--- src/hdl/modified_xxtea_block_cipher_assert.svh ---
// Assertion macros for the modified XXTEA block cipher.
// Included by the RTL files that carry concurrent checks; no other dependencies.
`ifndef MODIFIED_XXTEA_BLOCK_CIPHER_ASSERT_SVH
`define MODIFIED_XXTEA_BLOCK_CIPHER_ASSERT_SVH

`ifndef ASSERT_OFF

// property that must hold at every clock edge outside reset
`define MXT_ASSERT_HOLD(lbl, clk, rst, prop, msg) \
   lbl: assert property (@(posedge clk) disable iff (rst) (prop)) else $error(msg);

// condition in one cycle implies a condition in the next cycle
`define MXT_ASSERT_NEXT(lbl, clk, rst, ante, cons, msg) \
   lbl: assert property (@(posedge clk) disable iff (rst) (ante) |=> (cons)) \
      else $error(msg);

`else

`define MXT_ASSERT_HOLD(lbl, clk, rst, prop, msg)
`define MXT_ASSERT_NEXT(lbl, clk, rst, ante, cons, msg)

`endif

`endif

--- src/hdl/mxt_pkg.sv ---
// Shared constants, types and codes of the modified XXTEA block cipher.
// No dependencies; imported by every module of the block.
`default_nettype none

package mxt_pkg;

   // block geometry
   localparam int MAX_WORDS  = 64;
   localparam int WORD_W     = 32;
   localparam int ADDR_W     = $clog2(MAX_WORDS);
   localparam int CNT_W      = $clog2(MAX_WORDS + 1);

   // round schedule: (ROUND_BASE + ROUND_NUM / n) * n rounds
   localparam int ROUND_BASE = 6;
   localparam int ROUND_NUM  = 52;
   localparam int ROUNDS_W   = $clog2(ROUND_BASE * MAX_WORDS + ROUND_NUM + 1);
   localparam int QUOT_W     = $clog2(ROUND_NUM / 2 + 1);
   localparam int REM_W      = $clog2(ROUND_NUM + 1);
   localparam int DIV_W      = (REM_W > CNT_W) ? REM_W : CNT_W;

   localparam logic [WORD_W-1:0] TEA_DELTA = 32'h9e37_79b9;

   // configuration register map
   localparam int KEY_WORDS = 4;
   localparam int CSR_IDX_W = 3;

   typedef enum logic [CSR_IDX_W-1:0] {
      CSR_KEY0,
      CSR_KEY1,
      CSR_KEY2,
      CSR_KEY3,
      CSR_MODE
   } csr_index_type;

   typedef logic [KEY_WORDS-1:0][WORD_W-1:0] key_type;

   // sequencer states
   typedef enum logic [3:0] {
      ST_IDLE,
      ST_DIV,
      ST_MUL,
      ST_SUM,
      ST_PRE_A,
      ST_PRE_B,
      ST_PRE_C,
      ST_RUN,
      ST_DRAIN,
      ST_OUT
   } seq_state_type;

   // sequencer to datapath control
   typedef struct packed {
      logic              rd_en;
      logic [ADDR_W-1:0] rd_addr;
      logic              load_we;
      logic              step;
      logic [ADDR_W-1:0] wr_addr;
      logic              decrypt;
      logic              load_other;
      logic              load_cur;
      logic [WORD_W-1:0] sum;
      logic [WORD_W-1:0] key;
   } dp_ctrl_type;

   // memory write request
   typedef struct packed {
      logic              we;
      logic [ADDR_W-1:0] addr;
      logic [WORD_W-1:0] data;
   } ram_wr_type;

endpackage

`default_nettype wire

--- src/hdl/mxt_word_ram.sv ---
// Word store of the block: one write port, one registered read port.
// Depends on mxt_pkg for geometry and the write request type.
`default_nettype none

module mxt_word_ram (
   input  logic                      clock,
   input  mxt_pkg::ram_wr_type       wr,
   input  logic                      rd_en,
   input  logic [mxt_pkg::ADDR_W-1:0] rd_addr,
   output logic [mxt_pkg::WORD_W-1:0] rd_data
);
   import mxt_pkg::*;

   logic [WORD_W-1:0] word_store_ff [MAX_WORDS];
   logic [WORD_W-1:0] rd_data_ff;

   // write port
   always_ff @(posedge clock) begin
      if (wr.we) begin
         word_store_ff[wr.addr] <= wr.data;
      end
   end

   // read port, registered
   always_ff @(posedge clock) begin
      if (rd_en) begin
         rd_data_ff <= word_store_ff[rd_addr];
      end
   end

   assign rd_data = rd_data_ff;

endmodule

`default_nettype wire

--- src/hdl/mxt_datapath.sv ---
// Word update datapath: mixing function, add or subtract, read forwarding.
// Depends on mxt_pkg; fed by mxt_seq and mxt_word_ram.
`default_nettype none

module mxt_datapath (
   input  logic                       clock,
   input  logic                       reset,
   input  mxt_pkg::dp_ctrl_type       ctrl,
   input  logic [mxt_pkg::WORD_W-1:0] load_data,
   input  logic [mxt_pkg::WORD_W-1:0] rd_data,
   output mxt_pkg::ram_wr_type        wr
);
   import mxt_pkg::*;

   logic [WORD_W-1:0] cur_ff, cur_in;
   logic [WORD_W-1:0] other_ff, other_in;
   logic [WORD_W-1:0] fwd_data_ff, fwd_data_in;
   logic              fwd_ff, fwd_in;
   logic [WORD_W-1:0] rd_word;
   logic [WORD_W-1:0] mix_y;
   logic [WORD_W-1:0] mix_z;
   logic [WORD_W-1:0] mix_out;
   logic [WORD_W-1:0] new_word;

   // modified mixing function, shifts 7/3/5/6
   function automatic logic [WORD_W-1:0] mix(
      input logic [WORD_W-1:0] y,
      input logic [WORD_W-1:0] z,
      input logic [WORD_W-1:0] sum,
      input logic [WORD_W-1:0] k
   );
      logic [WORD_W-1:0] a;
      logic [WORD_W-1:0] b;
      logic [WORD_W-1:0] c;
      a = (z >> 7) ^ (y << 3);
      b = (y >> 5) ^ (z << 6);
      c = (sum ^ y) + (k ^ z);
      return (a + b) ^ c;
   endfunction

   // read data, replaced by the word written in the cycle of the read
   assign rd_word = fwd_ff ? fwd_data_ff : rd_data;

   // encrypt reads the right neighbor (y), decrypt the left one (z)
   assign mix_y    = ctrl.decrypt ? other_ff : rd_word;
   assign mix_z    = ctrl.decrypt ? rd_word : other_ff;
   assign mix_out  = mix(mix_y, mix_z, ctrl.sum, ctrl.key);
   assign new_word = ctrl.decrypt ? cur_ff - mix_out : cur_ff + mix_out;

   // memory write: loaded request word or updated word
   always_comb begin
      wr.we   = ctrl.load_we | ctrl.step;
      wr.addr = ctrl.wr_addr;
      wr.data = ctrl.load_we ? load_data : new_word;
   end

   // operand registers and forwarding
   always_comb begin
      cur_in      = cur_ff;
      other_in    = other_ff;
      fwd_in      = ctrl.rd_en && wr.we && (wr.addr == ctrl.rd_addr);
      fwd_data_in = wr.data;
      if (ctrl.load_other) begin
         other_in = rd_word;
      end
      if (ctrl.load_cur) begin
         cur_in = rd_word;
      end
      if (ctrl.step) begin
         other_in = new_word;
         cur_in   = rd_word;
      end
   end

   always_ff @(posedge clock) begin
      if (reset) begin
         fwd_ff <= 1'b0;
      end else begin
         fwd_ff <= fwd_in;
      end
      cur_ff      <= cur_in;
      other_ff    <= other_in;
      fwd_data_ff <= fwd_data_in;
   end

endmodule

`default_nettype wire

--- src/hdl/mxt_seq.sv ---
// Sequencer: word loading, round count setup, round/word stepping, result readout.
// Depends on mxt_pkg and the assertion macro header.
`default_nettype none
`include "modified_xxtea_block_cipher_assert.svh"

module mxt_seq (
   input  logic                       clock,
   input  logic                       reset,
   input  logic                       start,
   input  logic                       last_word,
   input  logic                       decrypt_mode,
   input  mxt_pkg::key_type           key,
   output logic                       busy,
   output mxt_pkg::dp_ctrl_type       ctrl,
   output logic                       rsp_valid,
   output logic                       rsp_last,
   output logic                       rsp_over
);
   import mxt_pkg::*;

   seq_state_type       state_ff, state_in;
   logic [CNT_W-1:0]    count_ff, count_in;
   logic                over_ff, over_in;
   logic                mode_ff, mode_in;
   logic [REM_W-1:0]    div_rem_ff, div_rem_in;
   logic [QUOT_W-1:0]   quot_ff, quot_in;
   logic [ROUNDS_W-1:0] rounds_ff, rounds_in;
   logic [ROUNDS_W-1:0] rem_ff, rem_in;
   logic [1:0]          kr_ff, kr_in;
   logic [ADDR_W-1:0]   q_ff, q_in;
   logic [WORD_W-1:0]   sum_ff, sum_in;
   logic                s1_valid_ff, s1_valid_in;
   logic [ADDR_W-1:0]   s1_waddr_ff, s1_waddr_in;
   logic [WORD_W-1:0]   s1_sum_ff, s1_sum_in;
   logic [WORD_W-1:0]   s1_key_ff, s1_key_in;
   logic [ADDR_W-1:0]   out_addr_ff, out_addr_in;
   logic                rsp_valid_ff, rsp_valid_in;
   logic                rsp_last_ff, rsp_last_in;
   logic                rsp_over_ff, rsp_over_in;

   logic                  accept;
   logic                  room;
   logic [CNT_W-1:0]      cnt_next;
   logic [CNT_W-1:0]      count_less;
   logic [ADDR_W-1:0]     last_addr;
   logic [DIV_W-1:0]      div_num;
   logic [DIV_W-1:0]      div_den;
   logic [DIV_W-1:0]      div_diff;
   logic [QUOT_W:0]       factor;
   logic [QUOT_W+CNT_W:0] rounds_prod;
   logic [ROUNDS_W+WORD_W-1:0] sum_prod;
   logic                  enc_end;
   logic                  dec_end;
   logic                  round_end;
   logic [ADDR_W-1:0]     issue_addr;
   logic [WORD_W-1:0]     issue_key;

   // block size helpers
   assign accept     = start && (state_ff == ST_IDLE);
   assign room       = count_ff < CNT_W'(MAX_WORDS);
   assign cnt_next   = room ? count_ff + CNT_W'(1) : count_ff;
   assign count_less = count_ff - CNT_W'(1);
   assign last_addr  = count_less[ADDR_W-1:0];

   // round count setup arithmetic
   assign div_num     = DIV_W'(div_rem_ff);
   assign div_den     = DIV_W'(count_ff);
   assign div_diff    = div_num - div_den;
   assign factor      = (QUOT_W + 1)'(ROUND_BASE) + (QUOT_W + 1)'(quot_ff);
   assign rounds_prod = (QUOT_W + CNT_W + 1)'(factor) * (QUOT_W + CNT_W + 1)'(count_ff);
   assign sum_prod    = (ROUNDS_W + WORD_W)'(rounds_ff) * (ROUNDS_W + WORD_W)'(TEA_DELTA);

   // word step issue: next address is also the next word index
   assign enc_end    = (q_ff == last_addr);
   assign dec_end    = (q_ff == '0);
   assign round_end  = mode_ff ? dec_end : enc_end;
   assign issue_addr = mode_ff ? (dec_end ? last_addr : q_ff - ADDR_W'(1))
                               : (enc_end ? '0 : q_ff + ADDR_W'(1));
   assign issue_key  = key[kr_ff ^ sum_ff[3:2]];

   // next state and control
   always_comb begin
      state_in    = state_ff;
      count_in    = count_ff;
      over_in     = over_ff;
      mode_in     = mode_ff;
      div_rem_in  = div_rem_ff;
      quot_in     = quot_ff;
      rounds_in   = rounds_ff;
      rem_in      = rem_ff;
      kr_in       = kr_ff;
      q_in        = q_ff;
      sum_in      = sum_ff;
      s1_valid_in = 1'b0;
      s1_waddr_in = s1_waddr_ff;
      s1_sum_in   = s1_sum_ff;
      s1_key_in   = s1_key_ff;
      out_addr_in = out_addr_ff;
      rsp_valid_in = 1'b0;
      rsp_last_in  = rsp_last_ff;
      rsp_over_in  = rsp_over_ff;

      ctrl.rd_en      = 1'b0;
      ctrl.rd_addr    = issue_addr;
      ctrl.load_we    = 1'b0;
      ctrl.step       = s1_valid_ff;
      ctrl.wr_addr    = s1_valid_ff ? s1_waddr_ff : count_ff[ADDR_W-1:0];
      ctrl.decrypt    = mode_ff;
      ctrl.load_other = 1'b0;
      ctrl.load_cur   = 1'b0;
      ctrl.sum        = s1_sum_ff;
      ctrl.key        = s1_key_ff;

      case (state_ff)
         ST_IDLE: begin
            if (accept) begin
               ctrl.load_we = room;
               over_in      = over_ff | ~room;
               count_in     = cnt_next;
               mode_in      = decrypt_mode;
               if (last_word) begin
                  if (cnt_next >= CNT_W'(2)) begin
                     state_in   = ST_DIV;
                     div_rem_in = REM_W'(ROUND_NUM);
                     quot_in    = '0;
                  end else begin
                     state_in    = ST_OUT;
                     out_addr_in = '0;
                  end
               end
            end
         end
         // quotient of the round constant by the block size, one subtract a cycle
         ST_DIV: begin
            if (div_num >= div_den) begin
               div_rem_in = div_diff[REM_W-1:0];
               quot_in    = quot_ff + QUOT_W'(1);
            end else begin
               state_in = ST_MUL;
            end
         end
         ST_MUL: begin
            rounds_in = rounds_prod[ROUNDS_W-1:0];
            state_in  = ST_SUM;
         end
         // initial sum, round counters and word index
         ST_SUM: begin
            sum_in   = mode_ff ? sum_prod[WORD_W-1:0] : TEA_DELTA;
            rem_in   = rounds_ff;
            kr_in    = mode_ff ? rounds_ff[1:0] - 2'd1 : 2'd0;
            q_in     = mode_ff ? last_addr : '0;
            state_in = ST_PRE_A;
         end
         // fetch the neighbor word of the first step
         ST_PRE_A: begin
            ctrl.rd_en   = 1'b1;
            ctrl.rd_addr = mode_ff ? '0 : last_addr;
            state_in     = ST_PRE_B;
         end
         // fetch the first word to update
         ST_PRE_B: begin
            ctrl.rd_en      = 1'b1;
            ctrl.rd_addr    = mode_ff ? last_addr : '0;
            ctrl.load_other = 1'b1;
            state_in        = ST_PRE_C;
         end
         ST_PRE_C, ST_RUN: begin
            ctrl.load_cur = (state_ff == ST_PRE_C);
            ctrl.rd_en    = 1'b1;
            ctrl.rd_addr  = issue_addr;
            s1_valid_in   = 1'b1;
            s1_waddr_in   = q_ff;
            s1_sum_in     = sum_ff;
            s1_key_in     = issue_key;
            q_in          = issue_addr;
            state_in      = ST_RUN;
            if (round_end) begin
               rem_in = rem_ff - ROUNDS_W'(1);
               kr_in  = mode_ff ? kr_ff - 2'd1 : kr_ff + 2'd1;
               sum_in = mode_ff ? sum_ff - TEA_DELTA : sum_ff + TEA_DELTA;
               if (rem_ff == ROUNDS_W'(1)) begin
                  state_in = ST_DRAIN;
               end
            end
         end
         ST_DRAIN: begin
            out_addr_in = '0;
            state_in    = ST_OUT;
         end
         // read out one word a cycle
         ST_OUT: begin
            ctrl.rd_en   = 1'b1;
            ctrl.rd_addr = out_addr_ff;
            rsp_valid_in = 1'b1;
            rsp_last_in  = (out_addr_ff == last_addr);
            rsp_over_in  = over_ff;
            out_addr_in  = out_addr_ff + ADDR_W'(1);
            if (out_addr_ff == last_addr) begin
               state_in = ST_IDLE;
               count_in = '0;
               over_in  = 1'b0;
            end
         end
         default: begin
            state_in = ST_IDLE;
         end
      endcase
   end

   // state register
   always_ff @(posedge clock) begin
      if (reset) begin
         state_ff     <= ST_IDLE;
         count_ff     <= '0;
         over_ff      <= 1'b0;
         s1_valid_ff  <= 1'b0;
         rsp_valid_ff <= 1'b0;
      end else begin
         state_ff     <= state_in;
         count_ff     <= count_in;
         over_ff      <= over_in;
         s1_valid_ff  <= s1_valid_in;
         rsp_valid_ff <= rsp_valid_in;
      end
      mode_ff     <= mode_in;
      div_rem_ff  <= div_rem_in;
      quot_ff     <= quot_in;
      rounds_ff   <= rounds_in;
      rem_ff      <= rem_in;
      kr_ff       <= kr_in;
      q_ff        <= q_in;
      sum_ff      <= sum_in;
      s1_waddr_ff <= s1_waddr_in;
      s1_sum_ff   <= s1_sum_in;
      s1_key_ff   <= s1_key_in;
      out_addr_ff <= out_addr_in;
      rsp_last_ff <= rsp_last_in;
      rsp_over_ff <= rsp_over_in;
   end

   assign busy      = (state_ff != ST_IDLE);
   assign rsp_valid = rsp_valid_ff;
   assign rsp_last  = rsp_last_ff;
   assign rsp_over  = rsp_over_ff;

   // checks
   `MXT_ASSERT_HOLD(a_step_in_run, clock, reset, !s1_valid_ff || state_ff == ST_RUN || state_ff == ST_DRAIN, "word update outside the cipher phase")
   `MXT_ASSERT_HOLD(a_rounds_left, clock, reset, state_ff != ST_RUN || rem_ff != '0, "cipher running with no rounds left")
   `MXT_ASSERT_NEXT(a_out_strobe, clock, reset, state_ff == ST_OUT, rsp_valid_ff, "readout cycle without a result strobe")
   `MXT_ASSERT_NEXT(a_block_done, clock, reset, state_ff == ST_OUT && out_addr_ff == last_addr, state_ff == ST_IDLE && count_ff == '0 && !over_ff, "block state not cleared after readout")

endmodule

`default_nettype wire

--- src/hdl/modified_xxtea_block_cipher.sv ---
// Top level of the modified XXTEA block cipher: configuration registers and wiring.
// Depends on mxt_pkg, mxt_word_ram, mxt_datapath and mxt_seq.
//
// Words of a block are taken one per cycle while busy is low (start high), the
// final one marked by req_last_word; up to 64 words are kept and further words
// are dropped and reported through rsp_too_long. After the final word the block
// is encrypted or decrypted in place, as decrypt_mode stood at that word. Setup
// divides 52 by n for n words and forms the round count; the cipher then runs
// (6 + 52/n) * n rounds of n word updates, one word per cycle, after two
// fetches of the first operands and before a drain. A block of one word skips
// the cipher. The n results then follow on consecutive cycles, each shown for
// one cycle with rsp_strobe; the receiver cannot stall them and must take each
// one as it comes. busy stays high from the final word until the last result is
// being read, and a new block may start in the cycle that last result is shown.
// Key and mode must be written only while idle; the block does not enforce it.
`default_nettype none

module modified_xxtea_block_cipher (
   input  logic                          clock,
   input  logic                          reset,
   input  logic                          start,
   output logic                          busy,
   input  logic [31:0]                   req_data_word,
   input  logic                          req_last_word,
   output logic                          rsp_strobe,
   output logic [31:0]                   rsp_result_word,
   output logic                          rsp_result_last,
   output logic                          rsp_too_long,
   input  logic                          csr_write_enable,
   input  logic [mxt_pkg::CSR_IDX_W-1:0] csr_index,
   input  logic [31:0]                   csr_write_data
);
   import mxt_pkg::*;

   key_type           key_ff;
   logic              mode_ff;
   dp_ctrl_type       ctrl;
   ram_wr_type        ram_wr;
   logic [WORD_W-1:0] ram_rd_data;

   // configuration registers
   always_ff @(posedge clock) begin
      if (reset) begin
         key_ff  <= '0;
         mode_ff <= 1'b0;
      end else if (csr_write_enable) begin
         case (csr_index)
            CSR_KEY0: key_ff[0] <= csr_write_data;
            CSR_KEY1: key_ff[1] <= csr_write_data;
            CSR_KEY2: key_ff[2] <= csr_write_data;
            CSR_KEY3: key_ff[3] <= csr_write_data;
            CSR_MODE: mode_ff   <= csr_write_data[0];
            default: ;
         endcase
      end
   end

   // sequencer
   mxt_seq u_seq (
      .clock        (clock),
      .reset        (reset),
      .start        (start),
      .last_word    (req_last_word),
      .decrypt_mode (mode_ff),
      .key          (key_ff),
      .busy         (busy),
      .ctrl         (ctrl),
      .rsp_valid    (rsp_strobe),
      .rsp_last     (rsp_result_last),
      .rsp_over     (rsp_too_long)
   );

   // word update datapath
   mxt_datapath u_datapath (
      .clock     (clock),
      .reset     (reset),
      .ctrl      (ctrl),
      .load_data (req_data_word),
      .rd_data   (ram_rd_data),
      .wr        (ram_wr)
   );

   // word store
   mxt_word_ram u_word_ram (
      .clock   (clock),
      .wr      (ram_wr),
      .rd_en   (ctrl.rd_en),
      .rd_addr (ctrl.rd_addr),
      .rd_data (ram_rd_data)
   );

   assign rsp_result_word = ram_rd_data;

endmodule

`default_nettype wire

--- config.mk ---
export PLATFORM = sky130hd
export DESIGN_NAME = modified_xxtea_block_cipher
export DESIGN_NICKNAME = d
export VERILOG_FILES = /design/src/hdl/mxt_pkg.sv /design/src/hdl/mxt_word_ram.sv /design/src/hdl/mxt_datapath.sv /design/src/hdl/mxt_seq.sv /design/src/hdl/modified_xxtea_block_cipher.sv
export VERILOG_INCLUDE_DIRS = /design/src /design/src/hdl
export SDC_FILE = /design/constraint.sdc
export NUM_CORES = 2
export LEC_CHECK = 0
export ABC_CLOCK_PERIOD_IN_PS = 30200
export BUFFER_PORTS_ARGS = -buffer_cell sky130_fd_sc_hd__buf_4
export CORE_MARGIN = 8
export CORE_UTILIZATION = 35
export CTS_BUF_LIST = sky130_fd_sc_hd__clkbuf_16
export CTS_CLUSTER_SIZE = 30
export DETAILED_ROUTE_END_ITERATION = 7
export PLACE_DENSITY = 0.55
export REMOVE_ABC_BUFFERS = 1
export SLEW_MARGIN = 20
export SYNTH_ARGS = -nofsm -noshare
export SYNTH_HDL_FRONTEND = slang
export SYNTH_SLANG_ARGS = --single-unit
--- constraint.sdc ---
create_clock -name clock -period 30.2 [get_ports clock]
set_input_delay 6.04 -clock clock [delete_from_list [all_inputs] [get_ports clock]]
set_output_delay 6.04 -clock clock [all_outputs]
set_load 0.02 [all_outputs]
==> impl_metrics.ini <==
[setup_path]
crit_required_ns = 30.72
crit_type = register to register
cp-end-kind = register
crit_slowest_cell = buf_4
critPathBufInv = 4
crit_family = compound AO/OA/AOI/OAI gates
critPathArrivalTime_ns = 10.49
cp_max_fo = 90
crit_top_cell = a21o_1
critical_path.max_stage_delay_ns = 0.76
critPathLaunchType = register

[synthesis]
synth_area_per_cell_um2 = 12.26
syn_area_mm2 = 0.1107
synth_flop_cell = edfxtp_1
synth_edf_count = 2292
ys_ff_latch = 2468
synth_cell_types = 91
ys_seq_area_share_pct = 65.38
synthCells = 9026
yosysWarnings = 0
async_reset_ff_share_pct = 0

[clocking]
cts_tree = yes
hold_buffers = 0
cts_buffers = 270
clk_pin_slew_ns = 0.06
insertion_delay_ns = 0.89
cts_setup_buffers = 0
h-tree-depth = 5
cts_buffer_depth = 4
cts_resized = 0
cts_sinks = 2468
root_buffer = clkbuf_16

[cells_and_area]
final_core_util_pct = 40.09
register_area_mm2 = 0.07235
stdcell_area_mm2 = 0.1262
areaGrowthSynthToFinish_pct = 14.01
nets = 9499
n_fill_cell = 29310
drive_gt1_share_pct = 10.46
multi_input_area_mm2 = 0.03648
layoutNonFillerInstCount = 13480

[job]
maxCapViolCount = 0

[sta]
finalSetupViolations = 0
max_slew.worst_pin.slew_ns = 1.231
min_period_ns = 9.971
setup_slack_ns = 20.23
fin_skew_ns = 0.07365
timing.fmax_mhz = 100.3
finalHoldViolations = 0
slew_violations = 0
max_slew_margin_pct = 17.17
rsz0062_at_grt = no
finalCritPeriodShare_pct = 33.02

[global_route]
grt_pass1_vias = 71300
grt_overflow_total = 0
grt_pass1_wl_um = 502800
grt_start_max_net_pins = 154
antenna_found_initial = 27
grt_usage_pct = 20.17

[detailed_routing]
wl_um = 350200
vias = 73620
drt-initial-drc-count = 7815
drc = 0
wl_per_cell_um = 25.98
first_pass_iters = 6
postRouteAntennaNets = 0
via_per_inst = 5.462

[place]
place_area_mm2 = 0.1175
pre_cts_slack_ns = 20.32
hpwl_um = 222500
place_congestion = 0.8938
dpl.cell_count = 12990
io_buffers = 107

[floorplan]
rows = 206
top_level_ports = 108
die_h_um = 578.3
core_mm2 = 0.3147
die_w_um = 578.3
initial_utilization_pct = 35.16
dieArea_mm2 = 0.3344

[min_path]
min_path_type = register to register

[outcome]
status = finished, final reports clean
-- cells by family after synthesis --
kind of cell | Yosys count | synth area share [%]
simple gates | 3397 | 13.10
flops | 2468 | 65.38
compound gates | 1514 | 8.368
buf+inv | 716 | 2.690
xor+xnor | 388 | 3.152
fa+ha+maj | 309 | 4.138
mux | 234 | 3.171
-- flip-flops by register name (all words and copies together) (netlist names), 7 cells and up --
register / cells
key_ff: 128
u_datapath.cur_ff: 32
u_datapath.fwd_data_ff: 32
u_datapath.other_ff: 32
u_seq.count_ff: 7
u_seq.rem_ff: 9
u_seq.rounds_ff: 9
u_seq.s1_key_ff: 32
u_seq.s1_sum_ff: 32
u_seq.sum_ff: 32
u_word_ram.rd_data: 32
u_word_ram.word_store_ff: 2048
-- cell usage after synthesis, drive strengths merged (129+ instances only) --
library cell  instances  share of area (%)
inv                 220               0.75
nand2              2202                7.5
nor2                301                1.0
a21oi               753                3.4
buf                 240                1.1
o21ai               160               0.73
clkbuf              252               0.86
xnor2               283                2.2
nand3               453                2.0
dfxtp               176                3.2
edfxtp             2292                 62
ha                  214                2.4
mux2i               129                1.2
-- routing by layer --
metal | share of wire [%] | track usage, % | up-vias | wire, µm
met3 | 8.1 | 4.058 | 520 | 28390
met4 | 3.8 | 7.207 | 8 | 13230
li1 | - | - | 33070 | -
met5 | 0.014 | 0 | - | 48
met1 | 41 | 26.79 | 37190 | 143300
met2 | 47 | 32.85 | 2831 | 165200
-- final timing paths --
kind / from / endpoint / slack (ns) / cells after the start
max: u_seq.mode_ff / u_word_ram.word_store_ff[24][31] / 20.23 / 30
min: u_seq.over_ff / u_seq.rsp_over / 0.44 / 0
max reg2reg: u_seq.mode_ff / u_word_ram.word_store_ff[24][31] / 20.23 / 30
min reg2reg: u_seq.over_ff / u_seq.rsp_over / 0.44 / 0
-- cell type report --
| class | count | area share [%] |
|---|---|---|
| Antenna cell | 9 | 0.01785 |
| Sequential cell | 2468 | 57.34 |
| Tap cell | 4160 | 4.125 |
| Clock inverter | 189 | 1.034 |
| Clock buffer | 275 | 5.454 |
| Multi-Input combinational cell | 5842 | 28.91 |
| Inverter | 224 | 0.6704 |
| Timing Repair Buffer | 312 | 2.443 |
-- through the flow --
| step | hold slack, ns | TNS [ns] |
|---|---|---|
| 2_1_floorplan | 0.4080 | -337.83 |
| 3_3_place_gp | 0.4249 | 0 |
| 3_5_place_dp | 0.4243 | 0 |
| 4_1_cts | 0.4349 | 0 |
| 5_1_grt | 0.4506 | 0 |
| 6_report | 0.4361 | 0 |
-- placed cells by master (no fill, tap or decap), types with 23 or more instances in the layout --
cell type	netlist	final
nand3_1	453	452
a21oi_1	753	747
xor2_1	99	98
nor2_4	0	69
xnor2_1	282	280
buf_12	0	32
clkbuf_16	0	275
o21a_1	24	23
a22o_1	23	23
o21ai_0	155	141
edfxtp_1	2292	2292
nor2b_1	24	24
clkinv_2	0	41
mux4_2	92	92
o22ai_1	43	43
a31oi_1	125	124
ha_1	214	214
a311oi_1	114	114
nand2b_1	35	35
inv_1	218	266
and3_1	106	105
clkinv_1	4	64
fa_1	95	95
and2_1	28	27
dfxtp_1	176	174
nor2_1	301	229
nor3_1	38	38
mux2i_1	129	129
o211a_1	26	26
a21o_1	57	57
buf_4	9	263
nor4_1	123	117
nand2_1	2202	2181
Power is left out: the tool's default activity adds up to more than one toggle a clock period on the data nets, which glitch-free logic cannot reach.
